[config.mk]
export PLATFORM = sky130hd
export DESIGN_NAME = cfa_instruction_encoder_core
export DESIGN_NICKNAME = d
export VERILOG_FILES = /design/src/rtl/core/cfa_enc_pkg.sv /design/src/rtl/core/cfa_enc_useq.sv /design/src/rtl/core/cfa_enc_dpath.sv /design/src/rtl/core/cfa_instruction_encoder_core.sv
export VERILOG_INCLUDE_DIRS = /design/src /design/src/rtl/core
export SDC_FILE = /design/constraint.sdc
export NUM_CORES = 1
export LEC_CHECK = 0
export CORE_UTILIZATION = 47
export CTS_CLUSTER_SIZE = 14
export DETAILED_ROUTE_END_ITERATION = 12
export DONT_BUFFER_PORTS = 1
export SLEW_MARGIN = 30
export SYNTH_ARGS = -nofsm -noshare
export SYNTH_HDL_FRONTEND = slang
export SYNTH_SLANG_ARGS = --single-unit
[constraint.sdc]
create_clock -name clk -period 3.19 [get_ports clk]
set_clock_uncertainty 0.15 [all_clocks]
set_input_delay 0.319 -clock clk [delete_from_list [all_inputs] [get_ports clk]]
set_output_delay 0.319 -clock clk [all_outputs]
set_load 0.01 [all_outputs]
[src/rtl/core/cfa_instruction_encoder_core_defines.svh]
// Assertion macros for the call-frame instruction encoder.
// IMPL checks the consequent in the same cycle, NEXT in the cycle after.
`ifndef CFA_INSTRUCTION_ENCODER_CORE_DEFINES_SVH
`define CFA_INSTRUCTION_ENCODER_CORE_DEFINES_SVH

`ifndef SYNTH
`define CFA_ASSERT_IMPL(label, clk, rst_n, ante, cons) \
    label: assert property (@(posedge clk) disable iff (!rst_n) (ante) |-> (cons)) \
        else $error("cfa encoder: assertion failed");
`define CFA_ASSERT_NEXT(label, clk, rst_n, ante, cons) \
    label: assert property (@(posedge clk) disable iff (!rst_n) (ante) |=> (cons)) \
        else $error("cfa encoder: assertion failed");
`else
`define CFA_ASSERT_IMPL(label, clk, rst_n, ante, cons)
`define CFA_ASSERT_NEXT(label, clk, rst_n, ante, cons)
`endif

`endif

[src/rtl/core/cfa_enc_pkg.sv]
package cfa_enc_pkg;

    localparam int CODE_W = 11;
    localparam int REG_W  = 5;
    localparam int OFF_W  = 32;
    localparam int OP_W   = 2;
    localparam int ERR_W  = 3;
    localparam int BYTE_W = 8;
    localparam int UPC_W  = 4;

    localparam int MAX_CODE_SIZE_DEF = 2047;

    // action codes
    localparam logic [OP_W-1:0] OP_DEF_CFA = 2'd0;
    localparam logic [OP_W-1:0] OP_SAVE    = 2'd1;
    localparam logic [OP_W-1:0] OP_RESTORE = 2'd2;
    localparam logic [OP_W-1:0] OP_FINISH  = 2'd3;

    // error codes
    localparam logic [ERR_W-1:0] ERR_OK       = 3'd0;
    localparam logic [ERR_W-1:0] ERR_RANGE    = 3'd1;
    localparam logic [ERR_W-1:0] ERR_BAD_CFA  = 3'd2;
    localparam logic [ERR_W-1:0] ERR_BAD_REG  = 3'd3;
    localparam logic [ERR_W-1:0] ERR_BAD_SAVE = 3'd4;
    localparam logic [ERR_W-1:0] ERR_FAILED   = 3'd5;

    localparam logic [REG_W-1:0]  REG_MAX     = 5'd16;
    localparam logic [5:0]        ADV_MAX     = 6'h3f;
    localparam logic [BYTE_W-1:0] BYTE_ADV    = 8'h40;
    localparam logic [BYTE_W-1:0] BYTE_SAVE   = 8'h80;
    localparam logic [BYTE_W-1:0] BYTE_REST   = 8'hc0;
    localparam logic [BYTE_W-1:0] BYTE_DEFCFA = 8'h0c;
    localparam logic [BYTE_W-1:0] BYTE_CONT   = 8'h80;

    typedef logic [UPC_W-1:0] upc_t;

    typedef enum logic [2:0] {
        EM_NONE,
        EM_ERR,
        EM_ADV,
        EM_CFA,
        EM_ULEB,
        EM_SAVE,
        EM_REST,
        EM_PAD
    } emit_t;

    typedef enum logic [1:0] {
        LD_NONE,
        LD_REG,
        LD_RAW,
        LD_SAVE
    } load_t;

    typedef enum logic [2:0] {
        BR_SEQ,
        BR_DISPATCH,
        BR_LOOP,
        BR_LOOP_OP,
        BR_LOOP_DONE,
        BR_DONE
    } branch_t;

    typedef struct packed {
        emit_t   emit;
        load_t   ld;
        branch_t br;
        upc_t    tgt;
    } uword_t;

    // sequencer -> datapath
    typedef struct packed {
        emit_t emit;
        load_t ld;
        logic  step;
        logic  leave;
        logic  disp;
        logic  last;
        logic  done;
    } seq_ctl_t;

    // datapath -> sequencer
    typedef struct packed {
        logic slot_free;
        logic loop_more;
        logic disp_done;
        upc_t disp_upc;
        upc_t op_upc;
    } dp_stat_t;

    // microprogram entry points
    localparam upc_t UA_DISPATCH = 4'd0;
    localparam upc_t UA_ERR      = 4'd1;
    localparam upc_t UA_ADV      = 4'd2;
    localparam upc_t UA_CFA      = 4'd3;
    localparam upc_t UA_CFA_REG  = 4'd4;
    localparam upc_t UA_CFA_OFF  = 4'd5;
    localparam upc_t UA_SAVE     = 4'd6;
    localparam upc_t UA_SAVE_OFF = 4'd7;
    localparam upc_t UA_REST     = 4'd8;
    localparam upc_t UA_PAD      = 4'd9;

    function automatic uword_t ucode_rom(upc_t addr);
        uword_t w;
        case (addr)
            UA_DISPATCH: w = '{EM_NONE, LD_NONE, BR_DISPATCH,  UA_DISPATCH};
            UA_ERR:      w = '{EM_ERR,  LD_NONE, BR_DONE,      UA_DISPATCH};
            UA_ADV:      w = '{EM_ADV,  LD_NONE, BR_LOOP_OP,   UA_DISPATCH};
            UA_CFA:      w = '{EM_CFA,  LD_REG,  BR_SEQ,       UA_CFA_REG};
            UA_CFA_REG:  w = '{EM_ULEB, LD_RAW,  BR_LOOP,      UA_CFA_OFF};
            UA_CFA_OFF:  w = '{EM_ULEB, LD_NONE, BR_LOOP_DONE, UA_DISPATCH};
            UA_SAVE:     w = '{EM_SAVE, LD_SAVE, BR_SEQ,       UA_SAVE_OFF};
            UA_SAVE_OFF: w = '{EM_ULEB, LD_NONE, BR_LOOP_DONE, UA_DISPATCH};
            UA_REST:     w = '{EM_REST, LD_NONE, BR_DONE,      UA_DISPATCH};
            UA_PAD:      w = '{EM_PAD,  LD_NONE, BR_LOOP_DONE, UA_DISPATCH};
            default:     w = '{EM_NONE, LD_NONE, BR_DONE,      UA_DISPATCH};
        endcase
        return w;
    endfunction

endpackage

[src/rtl/core/cfa_enc_useq.sv]
`include "cfa_instruction_encoder_core_defines.svh"

module cfa_enc_useq (
    input  logic                 clk,
    input  logic                 rst_n,
    input  logic                 start,
    input  cfa_enc_pkg::dp_stat_t stat,
    output cfa_enc_pkg::seq_ctl_t ctl,
    output logic                 busy
);
    import cfa_enc_pkg::*;

    logic   busy_reg, busy_next;
    upc_t   upc_reg, upc_next;
    uword_t uw;
    logic   step;
    logic   stay;
    logic   done;
    upc_t   upc_step;

    assign uw   = ucode_rom(upc_reg);
    assign step = busy_reg && (uw.emit == EM_NONE || stat.slot_free);
    assign stay = (uw.br == BR_LOOP || uw.br == BR_LOOP_OP || uw.br == BR_LOOP_DONE)
                  && stat.loop_more;

    always_comb
    begin
        upc_step = uw.tgt;
        done     = 1'b0;
        unique case (uw.br)
            BR_SEQ:       upc_step = uw.tgt;
            BR_DISPATCH:
            begin
                upc_step = stat.disp_upc;
                done     = stat.disp_done;
            end
            BR_LOOP:      upc_step = stay ? upc_reg : uw.tgt;
            BR_LOOP_OP:   upc_step = stay ? upc_reg : stat.op_upc;
            BR_LOOP_DONE:
            begin
                upc_step = upc_reg;
                done     = !stay;
            end
            BR_DONE:      done = 1'b1;
            default:      done = 1'b1;
        endcase
    end

    always_comb
    begin
        busy_next = busy_reg;
        upc_next  = upc_reg;
        if (start)
        begin
            busy_next = 1'b1;
            upc_next  = UA_DISPATCH;
        end
        else if (step)
        begin
            upc_next = upc_step;
            if (done)
                busy_next = 1'b0;
        end
    end

    always_ff @(posedge clk or negedge rst_n)
    begin
        if (!rst_n)
        begin
            busy_reg <= 1'b0;
            upc_reg  <= UA_DISPATCH;
        end
        else
        begin
            busy_reg <= busy_next;
            upc_reg  <= upc_next;
        end
    end

    assign ctl = '{
        emit:  uw.emit,
        ld:    uw.ld,
        step:  step,
        leave: step && !stay,
        disp:  step && uw.br == BR_DISPATCH,
        last:  uw.br == BR_DONE || (uw.br == BR_LOOP_DONE && !stay),
        done:  step && done
    };
    assign busy = busy_reg;

    `CFA_ASSERT_NEXT(a_done_idle, clk, rst_n, step && done, !busy_reg)
    `CFA_ASSERT_NEXT(a_start_dispatch, clk, rst_n, start, busy_reg && upc_reg == UA_DISPATCH)
    `CFA_ASSERT_NEXT(a_stall_holds, clk, rst_n, busy_reg && !step, upc_reg == $past(upc_reg))

endmodule

[src/rtl/core/cfa_enc_dpath.sv]
`include "cfa_instruction_encoder_core_defines.svh"

module cfa_enc_dpath #(
    parameter int MAX_CODE_SIZE = cfa_enc_pkg::MAX_CODE_SIZE_DEF
) (
    input  logic                                   clk,
    input  logic                                   rst_n,
    input  logic                                   start,
    input  logic [cfa_enc_pkg::OP_W-1:0]           opcode,
    input  logic [cfa_enc_pkg::CODE_W-1:0]         code_offset,
    input  logic [cfa_enc_pkg::REG_W-1:0]          register_id,
    input  logic signed [cfa_enc_pkg::OFF_W-1:0]   frame_offset,
    input  logic                                   cfg_write_en,
    input  logic [cfa_enc_pkg::CODE_W-1:0]         cfg_write_data,
    input  cfa_enc_pkg::seq_ctl_t                  ctl,
    output cfa_enc_pkg::dp_stat_t                  stat,
    output logic                                   out_valid,
    input  logic                                   out_ready,
    output logic [cfa_enc_pkg::BYTE_W-1:0]         out_byte,
    output logic                                   last,
    output logic [cfa_enc_pkg::ERR_W-1:0]          error_code
);
    import cfa_enc_pkg::*;

    localparam logic [CODE_W-1:0] MAX_CS = CODE_W'(MAX_CODE_SIZE);

    // latched item
    logic [OP_W-1:0]   op_reg;
    logic [CODE_W-1:0] offs_reg;
    logic [REG_W-1:0]  rid_reg;
    logic [OFF_W-1:0]  raw_reg;

    // frame state
    logic [CODE_W-1:0] code_size_reg, code_size_next;
    logic [CODE_W-1:0] pos_reg, pos_next;
    logic [1:0]        phase_reg, phase_next;
    logic              failed_reg, failed_next;

    // work registers
    logic [CODE_W-1:0] delta_reg, delta_next;
    logic [OFF_W-1:0]  val_reg, val_next;
    logic [ERR_W-1:0]  err_reg, err_next;

    // output slot
    logic              out_valid_reg, out_valid_next;
    logic [BYTE_W-1:0] out_byte_reg, out_byte_next;
    logic              out_last_reg, out_last_next;
    logic [ERR_W-1:0]  out_err_reg, out_err_next;

    logic              offs_bad;
    logic              reg_bad;
    logic              neg;
    logic              aligned;
    logic [ERR_W-1:0]  chk_err;
    upc_t              op_upc;
    logic [5:0]        adv_step;
    logic [OFF_W-1:0]  neg_raw;
    logic              slot_free;
    logic              emitting;
    logic [BYTE_W-1:0] emit_byte;
    logic              disp_done;
    upc_t              disp_upc;
    logic              loop_more;

    assign offs_bad = offs_reg < pos_reg || offs_reg > code_size_reg;
    assign reg_bad  = rid_reg > REG_MAX;
    assign neg      = raw_reg[OFF_W-1];
    assign aligned  = raw_reg[2:0] == 3'd0;
    assign neg_raw  = '0 - raw_reg;
    assign adv_step = (delta_reg > CODE_W'(ADV_MAX)) ? ADV_MAX : delta_reg[5:0];

    always_comb
    begin
        chk_err = ERR_OK;
        if (offs_bad)
            chk_err = ERR_RANGE;
        else if (op_reg == OP_DEF_CFA)
        begin
            if (reg_bad || neg || !aligned)
                chk_err = ERR_BAD_CFA;
        end
        else if (reg_bad)
            chk_err = ERR_BAD_REG;
        else if (op_reg == OP_SAVE && (!neg || !aligned))
            chk_err = ERR_BAD_SAVE;
    end

    always_comb
    begin
        unique case (op_reg)
            OP_DEF_CFA: op_upc = UA_CFA;
            OP_SAVE:    op_upc = UA_SAVE;
            default:    op_upc = UA_REST;
        endcase
    end

    // dispatch decision for the latched item
    always_comb
    begin
        disp_done = 1'b0;
        disp_upc  = op_upc;
        if (op_reg == OP_FINISH)
        begin
            if (failed_reg || phase_reg == 2'd0)
                disp_done = 1'b1;
            else
                disp_upc = UA_PAD;
        end
        else if (failed_reg || chk_err != ERR_OK)
            disp_upc = UA_ERR;
        else if (offs_reg != pos_reg)
            disp_upc = UA_ADV;
    end

    always_comb
    begin
        case (ctl.emit)
            EM_ADV:  loop_more = delta_reg > CODE_W'(ADV_MAX);
            EM_ULEB: loop_more = val_reg[OFF_W-1:7] != '0;
            EM_PAD:  loop_more = phase_reg != 2'd3;
            default: loop_more = 1'b0;
        endcase
    end

    assign slot_free = !out_valid_reg || out_ready;
    assign emitting  = ctl.step && ctl.emit != EM_NONE;
    assign stat = '{
        slot_free: slot_free,
        loop_more: loop_more,
        disp_done: disp_done,
        disp_upc:  disp_upc,
        op_upc:    op_upc
    };

    always_comb
    begin
        case (ctl.emit)
            EM_ADV:  emit_byte = BYTE_ADV | {2'b00, adv_step};
            EM_CFA:  emit_byte = BYTE_DEFCFA;
            EM_ULEB: emit_byte = (loop_more ? BYTE_CONT : '0) | {1'b0, val_reg[6:0]};
            EM_SAVE: emit_byte = BYTE_SAVE | {3'b000, rid_reg};
            EM_REST: emit_byte = BYTE_REST | {3'b000, rid_reg};
            default: emit_byte = '0;
        endcase
    end

    always_comb
    begin
        code_size_next = code_size_reg;
        pos_next       = pos_reg;
        phase_next     = phase_reg;
        failed_next    = failed_reg;
        delta_next     = delta_reg;
        val_next       = val_reg;
        err_next       = err_reg;
        out_valid_next = out_valid_reg;
        out_byte_next  = out_byte_reg;
        out_last_next  = out_last_reg;
        out_err_next   = out_err_reg;

        if (cfg_write_en)
            code_size_next = (cfg_write_data > MAX_CS) ? MAX_CS : cfg_write_data;

        if (ctl.disp && op_reg != OP_FINISH)
        begin
            if (failed_reg)
                err_next = ERR_FAILED;
            else if (chk_err != ERR_OK)
            begin
                err_next    = chk_err;
                failed_next = 1'b1;
            end
            else
            begin
                delta_next = offs_reg - pos_reg;
                pos_next   = offs_reg;
            end
        end

        if (out_ready)
            out_valid_next = 1'b0;

        if (emitting)
        begin
            out_valid_next = 1'b1;
            out_byte_next  = emit_byte;
            out_last_next  = ctl.emit == EM_ERR || ctl.last;
            out_err_next   = (ctl.emit == EM_ERR) ? err_reg : ERR_OK;
            if (ctl.emit != EM_ERR)
                phase_next = 2'(phase_reg + 2'd1);
            if (ctl.emit == EM_ADV)
                delta_next = delta_reg - {5'b00000, adv_step};
            if (ctl.emit == EM_ULEB)
                val_next = val_reg >> 7;
        end

        if (ctl.leave)
        begin
            case (ctl.ld)
                LD_REG:  val_next = {{(OFF_W-REG_W){1'b0}}, rid_reg};
                LD_RAW:  val_next = raw_reg;
                LD_SAVE: val_next = neg_raw >> 3;
                default: ;
            endcase
        end

        // a finished frame starts over
        if (ctl.done && op_reg == OP_FINISH)
        begin
            pos_next    = '0;
            phase_next  = 2'd1;
            failed_next = 1'b0;
        end
    end

    always_ff @(posedge clk or negedge rst_n)
    begin
        if (!rst_n)
        begin
            code_size_reg <= MAX_CS;
            pos_reg       <= '0;
            phase_reg     <= 2'd1;
            failed_reg    <= 1'b0;
            out_valid_reg <= 1'b0;
        end
        else
        begin
            code_size_reg <= code_size_next;
            pos_reg       <= pos_next;
            phase_reg     <= phase_next;
            failed_reg    <= failed_next;
            out_valid_reg <= out_valid_next;
        end
    end

    always_ff @(posedge clk)
    begin
        if (start)
        begin
            op_reg   <= opcode;
            offs_reg <= code_offset;
            rid_reg  <= register_id;
            raw_reg  <= frame_offset;
        end
        delta_reg    <= delta_next;
        val_reg      <= val_next;
        err_reg      <= err_next;
        out_byte_reg <= out_byte_next;
        out_last_reg <= out_last_next;
        out_err_reg  <= out_err_next;
    end

    assign out_valid  = out_valid_reg;
    assign out_byte   = out_byte_reg;
    assign last       = out_last_reg;
    assign error_code = out_err_reg;

    `CFA_ASSERT_IMPL(a_err_is_last, clk, rst_n, out_valid_reg && out_err_reg != ERR_OK,
        out_last_reg && out_byte_reg == '0)
    `CFA_ASSERT_IMPL(a_err_frame_failed, clk, rst_n, emitting && ctl.emit == EM_ERR,
        failed_reg)
    `CFA_ASSERT_NEXT(a_finish_resets, clk, rst_n, ctl.done && op_reg == OP_FINISH,
        phase_reg == 2'd1 && pos_reg == '0 && !failed_reg)

endmodule

[src/rtl/core/cfa_instruction_encoder_core.sv]
// Call-frame instruction encoder: turns unwind actions into the byte stream of
// a call-frame program, one byte per output transfer.
// Input channel (in_valid/in_ready): one action per transfer. The block takes
// one action at a time; in_ready is high whenever no action is in progress.
// Output channel (out_valid/out_ready): one byte per transfer with last set on
// the final byte of an action and error_code nonzero on an error result.
// A microcode sequencer takes one dispatch step per action and then emits one
// byte per cycle while the output is not stalled; the next input is taken once
// the action is done, and a finish with nothing to pad emits no byte.
// A stalled output holds the byte in its register and freezes the sequencer.
// Configuration: cfg_write_en/cfg_write_data set the code size, saturated to
// MAX_CODE_SIZE; write only while the block is idle.
// Reset: code size returns to MAX_CODE_SIZE, the frame state clears (position
// 0, byte phase 1, not failed) and the output channel empties.
module cfa_instruction_encoder_core #(
    parameter int MAX_CODE_SIZE = cfa_enc_pkg::MAX_CODE_SIZE_DEF
) (
    input  logic                                 clk,
    input  logic                                 rst_n,
    input  logic                                 in_valid,
    output logic                                 in_ready,
    input  logic [cfa_enc_pkg::OP_W-1:0]         opcode,
    input  logic [cfa_enc_pkg::CODE_W-1:0]       code_offset,
    input  logic [cfa_enc_pkg::REG_W-1:0]        register_id,
    input  logic signed [cfa_enc_pkg::OFF_W-1:0] frame_offset,
    output logic                                 out_valid,
    input  logic                                 out_ready,
    output logic [cfa_enc_pkg::BYTE_W-1:0]       out_byte,
    output logic                                 last,
    output logic [cfa_enc_pkg::ERR_W-1:0]        error_code,
    input  logic                                 cfg_write_en,
    input  logic [cfa_enc_pkg::CODE_W-1:0]       cfg_write_data
);
    import cfa_enc_pkg::*;

    seq_ctl_t ctl;
    dp_stat_t stat;
    logic     busy;
    logic     start;

    assign in_ready = !busy;
    assign start    = in_valid && !busy;

    cfa_enc_useq u_useq (
        .clk   (clk),
        .rst_n (rst_n),
        .start (start),
        .stat  (stat),
        .ctl   (ctl),
        .busy  (busy)
    );

    cfa_enc_dpath #(
        .MAX_CODE_SIZE (MAX_CODE_SIZE)
    ) u_dpath (
        .clk            (clk),
        .rst_n          (rst_n),
        .start          (start),
        .opcode         (opcode),
        .code_offset    (code_offset),
        .register_id    (register_id),
        .frame_offset   (frame_offset),
        .cfg_write_en   (cfg_write_en),
        .cfg_write_data (cfg_write_data),
        .ctl            (ctl),
        .stat           (stat),
        .out_valid      (out_valid),
        .out_ready      (out_ready),
        .out_byte       (out_byte),
        .last           (last),
        .error_code     (error_code)
    );

endmodule

==> results.toml <==
[global_routing]
grt.overflow.total = 0
met2_usage = 0.351
antenna_found_initial = 0
met1_usage = 0.337
track_usage = 0.234
grt-busiest-layer = "met2"
grt_use_met3 = 0.0526
grt_max_degree = 40
grt_pass1_wl_um = 29700
grt_pass1_vias = 5768

[power_and_ir_drop]
power.leakage_nw = 3.35
ir_drop_v = 0.000396
finalPower_w = 0.00727
p_per_area_nw_per_um2 = 810

[run]
max_cap_viol_count = 0

[cts]
cts_root_buf = "clkbuf_16"
cts_sinks = 139
path_clk_slew_ns = 0.06
cts_tree = "yes"
cts_inserted_buffers = 17
clk_latency_ns = 0.42
clk_path_buf_depth = 2
htree_levels = 4

[synthesis]
syn-num-nets = 839
synth_common_cells = "nand2_1 (97), edfxtp_1 (65), o21ai_0 (48)"
synth_edf_count = 65
synthCells = 747
yosysUniqueCellTypes = 76
synthFlopType = "edfxtp_1"
synth.most_common_cell = "nand2_1"
synth_area_per_cell_um2 = 9.95
async_flop_share = 0.223
netlist.area_leader.share = 0.263
syn_area_um2 = 7430
ys_seq_elements = 139
seq_area_frac_synth = 0.485
synth_area_leader_cell = "edfxtp_1"
ys_top_cells_by_area = "edfxtp_1 (26%), dfxtp_1 (12%), dfrtp_1 (6.4%)"
yosysWarningCount = 0

[sta]
fmax_ghz = 0.337
tightest_slew_ns = 0.656
hold_viol = 0
slew_headroom = 0.561
period_share = 0.930
maxSlewViolCount = 0
rsz0062_at_grt = "false"
setup_viol = 0
finalCriticalPeriod_ns = 2.97
setup_tns_ns = 0

[min_path]
min_path_type = "in -> reg"
holdPathStages = 3
hold_path_end = "u_useq.upc_reg[2]"
hp-start = "in_valid"

[finish]
antenna_cells = 0
stdcell_area_um2 = 8970
layout-drive-gt1-share = 0.114
nets = 914
area_growth_syn_to_layout_pct = 20.8

[route]
wl_um = 18100
avgRoutedWirePerCell_um = 17.3
first_iter_violations = 553
ant_nets = 0
vias_per_cell = 5.79
drc = 0
firstDrtPassIters = 5
num_vias = 6061

[floorplan]
pin_count = 80
die_width_um = 128
die_area_um2 = 16300
rows = 45
start_util = 0.485
die_h_um = 128
core_region_area_um2 = 15300

[placement]
dpl_cell_area_um2 = 7690
dp_hpwl_um = 12700
numPortBuffers = 0
finalWeightedCongestion = 0.883

[worst_setup_path]
worstRegToRegCells = 10
setup.worst_path.start = "u_dpath.code_size_reg[6]"
crit_required_ns = 3.33
start_kind = "flop"
reg2reg_slack_ns = 0.22
arrival_ns = 3.11
criticalPathCategory = "reg -> reg"
worstPathMaxFanout = 7
r2r-end = "u_useq.upc_reg[0]"
cp-end-kind = "flop"
r2r_start = "u_dpath.code_size_reg[6]"

[outcome]
status = "finished clean"
## report_power, final
| part | leakage (nW) | internal [W] | switching [W] |
|---|---|---|---|
| Combinational | 1.73 | 0.000981 | 0.00139 |
| Sequential | 1.34 | 0.00251 | 0.000499 |
| Clock | 0.274 | 0.00116 | 0.000735 |
| Total | 3.35 | 0.00465 | 0.00262 |
## worst max-delay path by stage
stage | endpoint | slack [ns] | depth (start not counted)
6_report | u_useq.upc_reg[0] | 0.22 | 10
5_1_grt | u_useq.upc_reg[3] | 0.07 | 10
4_1_cts | u_dpath.pos_reg[0] | 0.1 | 9
3_5_place_dp | u_dpath.pos_reg[9] | 0.11 | 9
3_3_place_gp | u_dpath.pos_reg[4] | 0.19 | 9
2_1_floorplan | u_useq.upc_reg[0] | 0.43 | 9
## area by class of cell
| cell class | instances | area (um^2) |
|---|---|---|
| Clock buffer | 22 | 487 |
| Clock inverter | 10 | 88.8 |
| Fill cell | 1341 | 6340 |
| Inverter | 35 | 131 |
| Multi-Input combinational cell | 539 | 3550 |
| Sequential cell | 139 | 3600 |
| Tap cell | 211 | 264 |
| Timing Repair Buffer | 90 | 851 |
## metrics by stage
step,util,setup slack (ns),instances,hold WS (ns)
2_1_floorplan,-,0.432,747,-0.127
3_3_place_gp,0.502,0.191,946,-0.124
3_5_place_dp,0.502,0.114,946,-0.125
4_1_cts,0.584,0.0952,1044,0.151
5_1_grt,0.586,0.0705,1046,0.222
6_report,0.586,0.223,1046,0.173
## placed cells by master (no fill, tap or decap), types with 8 or more instances in the layout
cell type      instances
a21o_1                 9
a21oi_1               37
a221oi_1              23
a22o_1                15
a31oi_1               23
buf_4                 24
clkbuf_16             19
dfrtp_1               19
dfstp_2               12
dfxtp_1               43
dlygate4sd3_1         65
edfxtp_1              65
ha_1                  25
inv_1                 34
nand2_1               97
nand2b_1              10
nand3_1               15
nand4_1                8
nor2_1                44
nor2b_1                8
nor3_1                21
o211ai_1               9
o21ai_0               48
xnor2_1               15
xor2_1                16
## per-layer routing
layer | vias to the layer above | share of wire
li1 | 2958 | -
met1 | 2892 | 0.48
met2 | 191 | 0.46
met3 | 20 | 0.048
met4 | 0 | 0.014
met5 | - | 0
## worst max-delay path, stage by stage, from the launching register on
cell and delay, ns:
dfstp_2 0.51, inv_1 0.04, ha_1 0.31, a21oi_1 0.15, o21ai_1 0.12, a2111oi_4 0.34
buf_4 0.19, o22ai_4 0.11, or4_1 0.59, nor3_1 0.23, o22ai_1 0.10
## timing repair
action | in CTS | in global routing
setup buffers | 0 | 2
endpoints found under the setup margin | 0 | 20
hold buffers | 66 | 0
endpoints found under the hold margin | 94 | 0
gates resized for setup | 0 | 4
## logic make-up (layout without fill, tap and decap cells)
family | count (synthesis) | count (layout) | synth area share
adder cells (fa/ha/maj) | 26 | 26 | 0.0448
buffers and inverters | 69 | 157 | 0.0409
flip-flops | 139 | 139 | 0.485
XOR/XNOR | 31 | 31 | 0.0365
AO/OA/AOI/OAI | 223 | 223 | 0.210
multiplexers | 7 | 7 | 0.00977
AND/OR/NAND/NOR | 252 | 252 | 0.173
Power figures use the tool's default switching activity.
